[src/hdl/assert_macros.svh]
// Assertion helpers for the RTL.
`ifndef ASSERT_MACROS_SVH
`define ASSERT_MACROS_SVH

// Clocked property with a synchronous active-low reset as disable.
`define AST_SYNC(lbl, clk, rstn, prop, msg) \
    lbl: assert property (@(posedge clk) disable iff (!rstn) prop) else $error(msg);

// Same, written as an overlapping implication.
`define AST_IMPLY(lbl, clk, rstn, pre, post, msg) \
    `AST_SYNC(lbl, clk, rstn, (pre) |-> (post), msg)

`endif

[src/hdl/ghe_pkg.sv]
package ghe_pkg;

    localparam int NUM_BINS   = 256;
    localparam int COUNT_BITS = 25;
    localparam int BIN_BITS   = (NUM_BINS > 1) ? $clog2(NUM_BINS) : 1;

    localparam int REQ_W      = 2;
    localparam int LEVEL_W    = 8;
    localparam int OUT_W      = 8;
    localparam int REG_BITS   = 13;
    localparam int CFG_IDX_W  = 2;
    localparam int PIX_W      = 2 * REG_BITS;
    localparam int NUM_W      = COUNT_BITS + OUT_W;
    localparam int DIV_W      = (NUM_W > PIX_W + OUT_W) ? NUM_W : PIX_W + OUT_W;
    localparam int STEP_W     = $clog2(OUT_W);

    localparam logic [REQ_W-1:0] REQ_CLEAR = 2'd0;
    localparam logic [REQ_W-1:0] REQ_COUNT = 2'd1;
    localparam logic [REQ_W-1:0] REQ_MAP   = 2'd2;

    localparam logic [CFG_IDX_W-1:0] REG_WIDTH  = 2'd0;
    localparam logic [CFG_IDX_W-1:0] REG_HEIGHT = 2'd1;

    localparam logic [COUNT_BITS-1:0] COUNT_LIMIT = {COUNT_BITS{1'b1}};
    localparam logic [OUT_W-1:0]      LEVEL_MAX   = {OUT_W{1'b1}};
    localparam logic [REG_BITS-1:0]   REG_RESET   = REG_BITS'(1);

    typedef struct packed {
        logic                  clr;
        logic                  rd_en;
        logic [BIN_BITS-1:0]   rd_addr;
        logic                  wr_en;
        logic [BIN_BITS-1:0]   wr_addr;
        logic [COUNT_BITS-1:0] wr_data;
    } t_ram_req;

    typedef struct packed {
        logic             start;
        logic [NUM_W-1:0] num;
        logic [PIX_W-1:0] den;
    } t_div_req;

    typedef struct packed {
        logic             done;
        logic [OUT_W-1:0] quot;
    } t_div_rsp;

endpackage

[src/hdl/ghe_div.sv]
module ghe_div (
    input  logic              i_clk,
    input  logic              i_rst_n,
    input  ghe_pkg::t_div_req i_req,
    output ghe_pkg::t_div_rsp o_rsp
);

    logic                          r_busy;
    logic                          r_done;
    logic [ghe_pkg::STEP_W-1:0]    r_step;
    logic [ghe_pkg::DIV_W-1:0]     r_rem;
    logic [ghe_pkg::DIV_W-1:0]     r_den;
    logic [ghe_pkg::OUT_W-1:0]     r_q;

    logic [ghe_pkg::DIV_W-1:0]     num_ext;
    logic [ghe_pkg::DIV_W-1:0]     den_ext;
    logic [ghe_pkg::DIV_W-1:0]     den_top;
    logic                          ovf;
    logic                          ge;

    assign num_ext = ghe_pkg::DIV_W'(i_req.num);
    assign den_ext = ghe_pkg::DIV_W'(i_req.den);
    assign den_top = den_ext << ghe_pkg::OUT_W;
    // quotient would not fit, or no pixels: clamp
    assign ovf     = (i_req.den == '0) || (num_ext >= den_top);
    assign ge      = (r_rem >= r_den);

    always_ff @(posedge i_clk) begin
        if (!i_rst_n) begin
            r_busy <= 1'b0;
            r_done <= 1'b0;
        end else begin
            r_done <= 1'b0;
            if (i_req.start) begin
                if (ovf) begin
                    r_done <= 1'b1;
                end else begin
                    r_busy <= 1'b1;
                end
            end else if (r_busy && (r_step == ghe_pkg::STEP_W'(ghe_pkg::OUT_W - 1))) begin
                r_busy <= 1'b0;
                r_done <= 1'b1;
            end
        end
    end

    always_ff @(posedge i_clk) begin
        if (i_req.start) begin
            r_step <= '0;
            r_rem  <= num_ext;
            r_den  <= den_ext << (ghe_pkg::OUT_W - 1);
            r_q    <= ovf ? ghe_pkg::LEVEL_MAX : '0;
        end else if (r_busy) begin
            r_step <= r_step + ghe_pkg::STEP_W'(1);
            r_rem  <= ge ? (r_rem - r_den) : r_rem;
            r_den  <= r_den >> 1;
            r_q    <= {r_q[ghe_pkg::OUT_W-2:0], ge};
        end
    end

    assign o_rsp.done = r_done;
    assign o_rsp.quot = r_q;

endmodule

[config.mk]
export PLATFORM = sky130hd
export DESIGN_NAME = ghe_div
export DESIGN_NICKNAME = d
export VERILOG_FILES = /design/src/hdl/assert_macros.svh /design/src/hdl/ghe_pkg.sv /design/src/hdl/ghe_div.sv
export SDC_FILE = /design/constraint.sdc
export NUM_CORES = 1
export LEC_CHECK = 0
export BUFFER_PORTS_ARGS = -buffer_cell sky130_fd_sc_hd__buf_4
export CORE_ASPECT_RATIO = 1.25
export CORE_MARGIN = 3
export CORE_UTILIZATION = 60
export DETAILED_ROUTE_END_ITERATION = 8
export PLACE_DENSITY = 0.85
export RECOVER_POWER = 50
export REMOVE_ABC_BUFFERS = 1
export SYNTH_ARGS = -nofsm -noshare
export SYNTH_HDL_FRONTEND = slang
export SYNTH_SLANG_ARGS = --single-unit
[constraint.sdc]
create_clock -name i_clk -period 4.5 [get_ports i_clk]
set_input_delay 0.675 -clock i_clk [delete_from_list [all_inputs] [get_ports i_clk]]
set_output_delay 0.675 -clock i_clk [all_outputs]
set_load 0.05 [all_outputs]
==> results of run 1 <==
==> synth_stat cells, drive strengths merged (5+ instances only) <==
library cell,instances,area share
xor2,12,0.018
nand2b,6,0.0063
nor4,8,0.0084
clkbuf,20,0.013
a21o,18,0.023
ha,60,0.13
edfxtp,67,0.34
o31ai,8,0.010
nor2,30,0.019
inv,76,0.048
nand4,9,0.0095
and3,5,0.0053
a21oi,42,0.036
o21ai,78,0.066
o211ai,8,0.010
a21boi,6,0.0076
nor3,14,0.012
nor2b,8,0.0084
xnor2,12,0.018
a211oi,8,0.012
nand3,14,0.012
nand2,83,0.053
mux2i,9,0.015
o21a,5,0.0063
o21bai,5,0.0063
dfxtp,13,0.044
==> area by class of cell <==
class / instances / area [µm²] / share of cell area
Multi-Input combinational cell: 488 / 3260 / 0.479
Sequential cell: 80 / 2270 / 0.334
Timing Repair Buffer: 76 / 526 / 0.0772
Inverter: 77 / 289 / 0.0424
Clock buffer: 9 / 225 / 0.0331
Tap cell: 123 / 154 / 0.0226
Clock inverter: 7 / 80.1 / 0.0118
==> how the worst min path moves through the flow <==
stage,endpoint,slack [ps],start
finish,r_rem[33],510,r_rem[33]
global route,r_step[1],540,r_step[1]
CTS,r_rem[33],510,r_rem[33]
detailed placement,r_rem[33],500,r_rem[33]
global placement,r_rem[33],480,r_rem[33]
floorplan,r_rem[33],450,r_rem[33]
==> worst reg2reg max path, cell delays in order, from the launching register on <==
cell and delay (ps):
dfxtp_1 360, inv_1 60, ha_1 340, o211ai_1 220, a21oi_1 90, o31ai_1 720
a21oi_2 220, o41ai_4 340, a2111oi_1 150, or3_1 330, a31o_1 220
==> sequential cells by signal, summed over array words and instances (netlist names) <==
register and count:
r_q 8, r_done 1, r_busy 1, r_step 3, r_den 33, r_rem 34
==> where the power goes <==
part | internal [mW] | switching, mW
Clock | 0.436 | 0.327
Combinational | 0.563 | 0.866
Sequential | 0.986 | 0.0589
Total | 1.98 | 1.25
==> metrics by stage <==
stage | worst slack (ps) | instance area [µm²] | utilization | power, mW | cells
after detailed placement | 1250 | 6550 | 0.699 | 2.45 | 844
after floorplan | 1400 | 5820 | - | 2.10 | 645
after global placement | 1340 | 6550 | 0.699 | 2.40 | 844
after CTS | 1250 | 6850 | 0.732 | 3.22 | 860
after global routing | 890 | 6810 | 0.727 | 3.42 | 860
final | 1110 | 6810 | 0.727 | 3.24 | 860
==> cells by family after synthesis <==
family	after synthesis	synth area share
adder cells (fa/ha/maj)	61	0.130
multiplexers	10	0.0171
XOR/XNOR	24	0.0355
AO/OA/AOI/OAI	202	0.217
AND/OR/NAND/NOR	191	0.151
flip-flops	80	0.383
buffers and inverters	101	0.0661
==> layer usage <==
metal / global-route usage / vias up / wire length [µm]
li1: - / 2535 / -
met2: 0.496 / 271 / 7720
met5: 0 / - / 0
met4: 0.155 / 0 / 782
met1: 0.351 / 2504 / 5980
met3: 0.0460 / 56 / 1110
==> impl_metrics.csv, run 1 <==
group,metric,value,unit
routing,wire_per_inst,18.1,µm
timing,drv_slew,35,
floorplan,num_rows,39,
run_status,violations,"max-capacitance violations, max-slew violations",
critical_path,cpLargestDelayFamily,"simple AND/OR/NAND/NOR gates",
critical_path,slowest_delay,1970,ps
yosys,syn_inst,669,
floorplan,io_pins,71,
critical_path,cp-start-kind,"input pin",
routing,drtPass1Iterations,5,
critical_path,cp_data_required_time,4410,ps
critical_path,cp_slowest_cell,"or2_0",
critical_path,critPathBufInv,1,
critical_path,cp-startpoint,"i_req[59]",
layout,area_growth,14.9,%
yosys,yosysSeqAreaShare,0.383,
global_routing,antenna_found_initial,0,
timing,finalSetupViolCount,0,
timing,hold_viol_final,0,
layout,drive_gt1_frac,0.121,
yosys,synth.cell_area,5930,µm²
timing,rsz0062_at_grt,"no",
routing,drc,0,
placed_design,gp_congestion,0.925,
critical_path,rr_startpoint,"r_den[2]",
power_and_ir_drop,power_leakage,2.97,nW
timing,finalCritPeriodShare,0.754,
global_routing,grt_pass1_vias,5124,
routing,route.antenna.remaining_nets,0,
layout,fill_cells,727,
yosys,yosys_register_bits,80,
yosys,yosysWarningCount,0,
timing,fin_hold_ws,511,ps
timing,totalNegativeSetupSlack,0,ps
cts,post-cts-setup-buffer-count,0,
critical_path,path_cells,"buf_4 > or2_0",
run_status,status,"finished, violations left",
critical_path,critical_path.endpoint,"r_den[15]",
floorplan,core-area,9370,µm²
worst_hold_path,hold_path_class,"flop to flop",
cts,cts_buffer_depth,2,
layout,layout_commonest_cell,"nand2_1",
cts,clkSlewWorstSetupHoldPaths,60,ps
yosys,async_flop_share,0,
placed_design,dp_hpwl,11600,µm
cts,postCtsResizedCells,0,
layout,nets,855,
power_and_ir_drop,irDropWorstVdd,0.284,mV
critical_path,cp_num_cells,2,
critical_path,regToRegSetupSlack,1200,ps
cts,cts_htree_levels,3,
cts,cts_buffers,9,
yosys,ys_types,61,
layout,antenna_cells,0,
global_routing,grt_pass1_wl,24900,µm
yosys,synth_edf_count,67,
layout,layout_common_cells,"nand2_1, o21ai_0, inv_1",
floorplan,die_w,94.9,µm
run,maxCapViolations,1,
floorplan,initial_core_util,0.633,
routing,drt_wl_total,15600,µm
critical_path,crit_path_end_kind,"flop",
timing,max-slew-margin-rel,-0.747,
cts,cts_root_buf,"clkbuf_16",
floorplan,die_y,117,µm
critical_path,worstSetupPathType,"input pin to flop",
power_and_ir_drop,power_density,475,nW/µm²
timing,tightest_slew,2620,ps
global_routing,grt_max_degree,84,
cts,cts_tree,"built",
critical_path,worstPathMaxFanout,83,
routing,viasPerCell,6.24,
timing,max_freq,295,MHz
yosys,synth_ff_type,"edfxtp_1",
cts,cts_hold_buf,0,
timing,skew,5.43,ps
timing,layout_min_cycle_time,3390,ps
global_routing,grt_usage,0.290,
worst_hold_path,whs_path_depth,2,
floorplan,die_area,11100,µm²
global_routing,overflow,0,
cts,clock_latency,350,ps
yosys,avgSynthCellArea,8.86,µm²
critical_path,r2r-end,"r_rem[31]",
critical_path,cp.arrival,3300,ps
critical_path,reg2regPathDepth,10,
routing,vias,5366,
placed_design,port_buffers,70,
cts,numClockSinks,80,
routing,drtIter0Drc,439,
(Power assumes the default switching activity.)
==> run 2, diff against run 1 <==
--- a/config.mk
+++ b/config.mk
@@ -5,12 +5,13 @@
 export SDC_FILE = /design/constraint.sdc
 export NUM_CORES = 1
 export LEC_CHECK = 0
+export ABC_AREA = 1
 export BUFFER_PORTS_ARGS = -buffer_cell sky130_fd_sc_hd__buf_4
 export CORE_ASPECT_RATIO = 1.25
 export CORE_MARGIN = 3
-export CORE_UTILIZATION = 60
+export CORE_UTILIZATION = 54
 export DETAILED_ROUTE_END_ITERATION = 8
-export PLACE_DENSITY = 0.85
+export PLACE_DENSITY = 0.8
 export RECOVER_POWER = 50
 export REMOVE_ABC_BUFFERS = 1
 export SYNTH_ARGS = -nofsm -noshare
==> constraint.sdc (replaced) <==
create_clock -name i_clk -period 2.95 [get_ports i_clk]
set_input_delay 0.4425 -clock i_clk [delete_from_list [all_inputs] [get_ports i_clk]]
set_output_delay 0.4425 -clock i_clk [all_outputs]
set_load 0.05 [all_outputs]
==> run 2 against run 1 <==
Cell count is 27% higher; cell area grew 6.8%; sequential power up 49%; largest cell class unchanged; synthesized cell count rose by 31%; critical endpoint is now r_den[11]; wire length up 21%; critical path depth rose by 2; the flow now finishes without violations; core utilization shrank 8.0 points; global-route usage increased by 1.4 points; total power increased by 59%.
==> impl_metrics.csv, run 2 <==
group,metric,value,unit
run_status,status,"finished clean",
placed_design,gp_congestion,1.03,
placed_design,dp_hpwl,14900,µm
yosys,async_flop_share,0,
yosys,synth_common_cells,"nand2_1, inv_1, nor2_1",
cts,cts_root_buf,"clkbuf_16",
timing,totalNegativeSetupSlack,0,ps
worst_hold_path,hold_path_class,"input pin to flop",
floorplan,initial_core_util,0.561,
layout,layout_commonest_cell,"nand2_1",
cts,cts_htree_levels,3,
placed_design,port_buffers,70,
power_and_ir_drop,power_density,706,nW/µm²
timing,rsz0062_at_grt,"no",
yosys,synthMuxAreaShare,0,
critical_path,cp.arrival,2700,ps
layout,nets,1076,
routing,route.antenna.remaining_nets,0,
cts,cts_buffers,9,
layout,utilization,0.647,
yosys,synth.cell_area,6310,µm²
yosys,synth-simple-area-share,0.298,
run,maxCapViolations,0,
cts,cts_tree,"built",
timing,tightest_slew,1330,ps
timing,drv_slew,0,
critical_path,cp_data_required_time,2930,ps
global_routing,grt_util_met1,0.382,
layout,layout_common_cells,"nand2_1, inv_1, nor2_1",
cts,postCtsResizedCells,0,
routing,viasPerCell,5.59,
yosys,yosysTopAreaCell,"edfxtp_1",
critical_path,worstPathMaxFanout,30,
routing,drc,0,
timing,max-slew-margin-rel,0.110,
yosys,synth_top_family_by_area,"simple AND/OR/NAND/NOR gates",
yosys,synth_most_common_cell,"nand2_1",
global_routing,grt_pass1_vias,6036,
routing,vias,6109,
floorplan,io_pins,71,
layout,antenna_cells,0,
power_and_ir_drop,power_leakage,3.55,nW
global_routing,grt_max_degree,61,
critical_path,cp-start-kind,"input pin",
layout,largest_register_ffs,34,
timing,max_freq,368,MHz
yosys,synth_ff_type,"edfxtp_1",
yosys,avgSynthCellArea,7.19,µm²
floorplan,die_w,103,µm
routing,drtPass1Iterations,6,
global_routing,overflow,0,
cts,numClockSinks,80,
yosys,yosys_register_bits,80,
layout,instances_no_fill,1093,
yosys,ys_types,39,
placed_design,dp_slack,391,ps
placed_design,dp_cells,1077,
layout,reg_top3,"r_rem (34), r_den (33), r_q (8)",
floorplan,num_rows,43,
critical_path,crit_path_end_kind,"flop",
routing,wire_per_inst,17.3,µm
cts,post-cts-setup-buffer-count,0,
yosys,synthTopCellsByArea,"edfxtp_1, nand2_1, ha_1",
global_routing,grt_pass1_wl,30100,µm
cts,cts_buffer_depth,2,
yosys,synth-compound-area-share,0.120,
yosys,synth_fa_ha_area_frac,0.122,
cts,cts_hold_buf,0,
routing,drtIter0Drc,393,
cts,clkSlewWorstSetupHoldPaths,70,ps
timing,layout_min_cycle_time,2720,ps
routing,drt_wl_total,18900,µm
floorplan,die_y,127,µm
timing,skew,10.8,ps
layout,area_growth,15.2,%
global_routing,antenna_found_initial,0,
yosys,synth_top_area_frac,0.319,
layout,drive_gt1_frac,0.112,
floorplan,core-area,11200,µm²
yosys,synth_xor_area_frac,0.00833,
layout,regMostFlops,"r_rem",
floorplan,die_area,13000,µm²
timing,finalSetupViolCount,0,
yosys,yosysWarningCount,0,
cts,clock_latency,350,ps
timing,fin_hold_ws,364,ps
timing,hold_viol_final,0,
yosys,synth_edf_count,67,
yosys,syn_inst,878,
global_routing,grt_usage,0.304,
timing,finalCritPeriodShare,0.921,
power_and_ir_drop,irDropWorstVdd,0.467,mV
global_routing,gr-usage-met2,0.506,
yosys,yosysSeqAreaShare,0.360,
critical_path,regToRegSetupSlack,280,ps
critical_path,worstSetupPathType,"input pin to flop",
global_routing,met3_usage,0.0594,
timing,fin_ws,232,ps
global_routing,busiest_layer,"met2",
==> run 2: cell count changes after synthesis, sizes merged, moves of 9 or more <==
cell   previous run  this run
nor2             30        80
a21o             18         4
nand2            83       267
or2               1        12
o21ai            78        30
inv              76       137
mux2i             9         0
o22ai             2        30
a21oi            42        51
xor2             12         0
nand3            14        57
==> run 2: critical path, stage by stage <==
cell	delay (ps)
clkbuf_1	890
inv_2	80
nand2_1	520
buf_2	740
==> run 2: stage by stage <==
stage               cell area [µm²]  total power, mW
floorplan                      6250             3.23
global placement               7010             3.91
detailed placement             7010             3.93
CTS                            7330             5.14
global route                   7270             5.49
finish                         7270             5.13
==> run 2: logic make-up after synthesis <==
logic type               after synthesis
buffers and inverters                152
adder cells (fa/ha/maj)               61
flip-flops                            80
AND/OR/NAND/NOR                      448
AO/OA/AOI/OAI                        131
XOR/XNOR                               6
==> run 2: report_power, final <==
group,total [mW],internal [mW],switching [mW]
clock network,1.21,0.692,0.517
logic,2.37,0.802,1.57
registers,1.55,1.48,0.0653
total,5.13,2.98,2.15
==> run 2: path summary, 6_finish.rpt <==
path	start	depth (start not counted)	endpoint
setup / recovery	i_req[59]	4	r_den[11]
setup reg to reg	r_rem[0]	15	r_rem[32]
hold / removal	i_req[37]	3	r_rem[11]
hold reg to reg	r_step[1]	2	r_step[1]
==> run 2: cell type report <==
cell class	count	area [µm²]
clock buffer	10	239
multi-input combinational	646	3460
fill	1050	3970
sequential	80	2270
inverter	137	514
clock inverter	6	73.8
timing repair buffer	79	541
tap	135	169
==> run 2: per-layer routing <==
| metal | wire, µm | up-vias |
|---|---|---|
| met5 | 0 | - |
| met4 | 633 | 0 |
| met3 | 1090 | 32 |
| met2 | 9190 | 184 |
| met1 | 8020 | 2831 |
| li1 | - | 3062 |
==> run 3, diff against run 2 <==
--- a/config.mk
+++ b/config.mk
@@ -10,6 +10,7 @@
 export CORE_ASPECT_RATIO = 1.25
 export CORE_MARGIN = 3
 export CORE_UTILIZATION = 54
+export CTS_BUF_LIST = sky130_fd_sc_hd__clkbuf_16
 export DETAILED_ROUTE_END_ITERATION = 8
 export PLACE_DENSITY = 0.8
 export RECOVER_POWER = 50
==> run 3 against run 2 <==
Clock power hardly changed; total power is 0.54% lower; sequential share of layout area is essentially flat; combinational power barely moved; core utilization decreased by 0.089 points; global-route usage about the same; first-iteration DRC count rose by 3.1%; non-clock buffer count stayed put; sequential power about the same; cell area is 0.14% lower; wire length increased by 0.16%; register-to-register slack about the same; critical path type unchanged; critical endpoint unchanged; largest cell class unchanged; largest power group unchanged.
==> impl_metrics.csv, run 3 (same netlist as run 2, synthesis figures left out) <==
group,metric,value,unit
global_routing,grt_pass1_vias,6033,
routing,viasPerCell,5.60,
cts,numClockSinks,80,
layout,utilization,0.646,
timing,drv_slew,0,
global_routing,grt_util_met1,0.381,
cts,postCtsResizedCells,0,
routing,wire_per_inst,17.3,µm
placed_design,dp_cells,1077,
critical_path,cp.arrival,2700,ps
cts,cts_root_buf,"clkbuf_16",
cts,cts_tree,"built",
layout,drive_gt1_frac,0.111,
routing,drtPass1Iterations,5,
routing,drt_wl_total,19000,µm
floorplan,die_area,13000,µm²
timing,hold_viol_final,0,
global_routing,busiest_layer,"met2",
global_routing,grt_pass1_wl,30000,µm
global_routing,grt_usage,0.304,
cts,cts_buffers,9,
placed_design,dpl_cell_area,7010,µm²
routing,route.antenna.remaining_nets,0,
critical_path,cp_data_required_time,2930,ps
power_and_ir_drop,power_density,703,nW/µm²
cts,clock_latency,350,ps
cts,clkSlewWorstSetupHoldPaths,70,ps
floorplan,die_y,127,µm
floorplan,die_w,103,µm
routing,vias,6126,
critical_path,cp-start-kind,"input pin",
cts,cts_htree_levels,3,
run_status,status,"finished clean",
cts,cts_hold_buf,0,
run,maxCapViolations,0,
layout,nets,1076,
power_and_ir_drop,power_leakage,3.54,nW
routing,drc,0,
critical_path,crit_path_end_kind,"flop",
timing,finalSetupViolCount,0,
cts,cts_buffer_depth,2,
timing,tightest_slew,1360,ps
cts,post-cts-setup-buffer-count,0,
floorplan,io_pins,71,
timing,rsz0062_at_grt,"no",
layout,antenna_cells,0,
floorplan,num_rows,43,
timing,max_freq,367,MHz
power_and_ir_drop,irDropWorstVdd,0.466,mV
placed_design,dp_hpwl,14900,µm
layout,final_area,7260,µm²
floorplan,core-area,11200,µm²
worst_hold_path,hold_path_class,"input pin to flop",
global_routing,grt_max_degree,61,
layout,layout_common_cells,"nand2_1, inv_1, nor2_1",
timing,finalCritPeriodShare,0.923,
timing,max-slew-margin-rel,0.0964,
global_routing,met3_usage,0.0589,
global_routing,antenna_found_initial,0,
layout,regMostFlops,"r_rem",
placed_design,port_buffers,70,
critical_path,worstSetupPathType,"input pin to flop",
floorplan,initial_core_util,0.561,
critical_path,worstPathMaxFanout,30,
layout,reg_top3,"r_rem (34), r_den (33), r_q (8)",
layout,instances_no_fill,1093,
timing,totalNegativeSetupSlack,0,ps
routing,drtIter0Drc,405,
global_routing,gr-usage-met2,0.506,
layout,layout_commonest_cell,"nand2_1",
layout,area_growth,15.1,%
placed_design,gp_congestion,1.03,
global_routing,overflow,0,
layout,largest_register_ffs,34,
timing,skew,8.98,ps
timing,layout_min_cycle_time,2720,ps
[run 3: worst paths after layout]
path / from / endpoint / slack (ps) / depth (start not counted)
max: i_req[59] / r_den[11] / 230 / 4
min: i_rst_n / r_done / 370 / 3
min reg2reg: r_step[1] / r_step[1] / 490 / 2
max reg2reg: r_rem[0] / r_rem[32] / 270 / 15
[run 3: per-stage QoR]
step	power, mW	hold WS (ps)	setup slack [ps]
floorplan	3.23	452	-6.65
global placement	3.91	466	403
detailed placement	3.93	477	391
CTS	5.11	358	368
global route	5.46	376	72.3
finish	5.10	366	228
[run 3: layout make-up]
type | count | area (µm²)
Fill cell | 1054 | 3980
Sequential cell | 80 | 2270
Multi-Input combinational cell | 646 | 3460
Timing Repair Buffer | 79 | 541
Inverter | 137 | 514
Tap cell | 135 | 169
Clock inverter | 7 | 77.6
Clock buffer | 9 | 225
[run 3: per-layer routing]
layer,part of all wire,wire (µm),vias up
met3,0.060,1150,35
li1,-,-,3064
met5,0,0,-
met1,0.42,7980,2834
met2,0.48,9180,193
met4,0.035,656,0
[run 3: worst max-delay path, cell delays in order]
cell and delay (ps):
clkbuf_1 890, inv_2 80, nand2_1 520, buf_2 750
[run 3: report_power, final]
part	switching (mW)	internal [mW]
registers	0.0653	1.48
logic	1.57	0.803
clock network	0.514	0.666
total	2.15	2.95
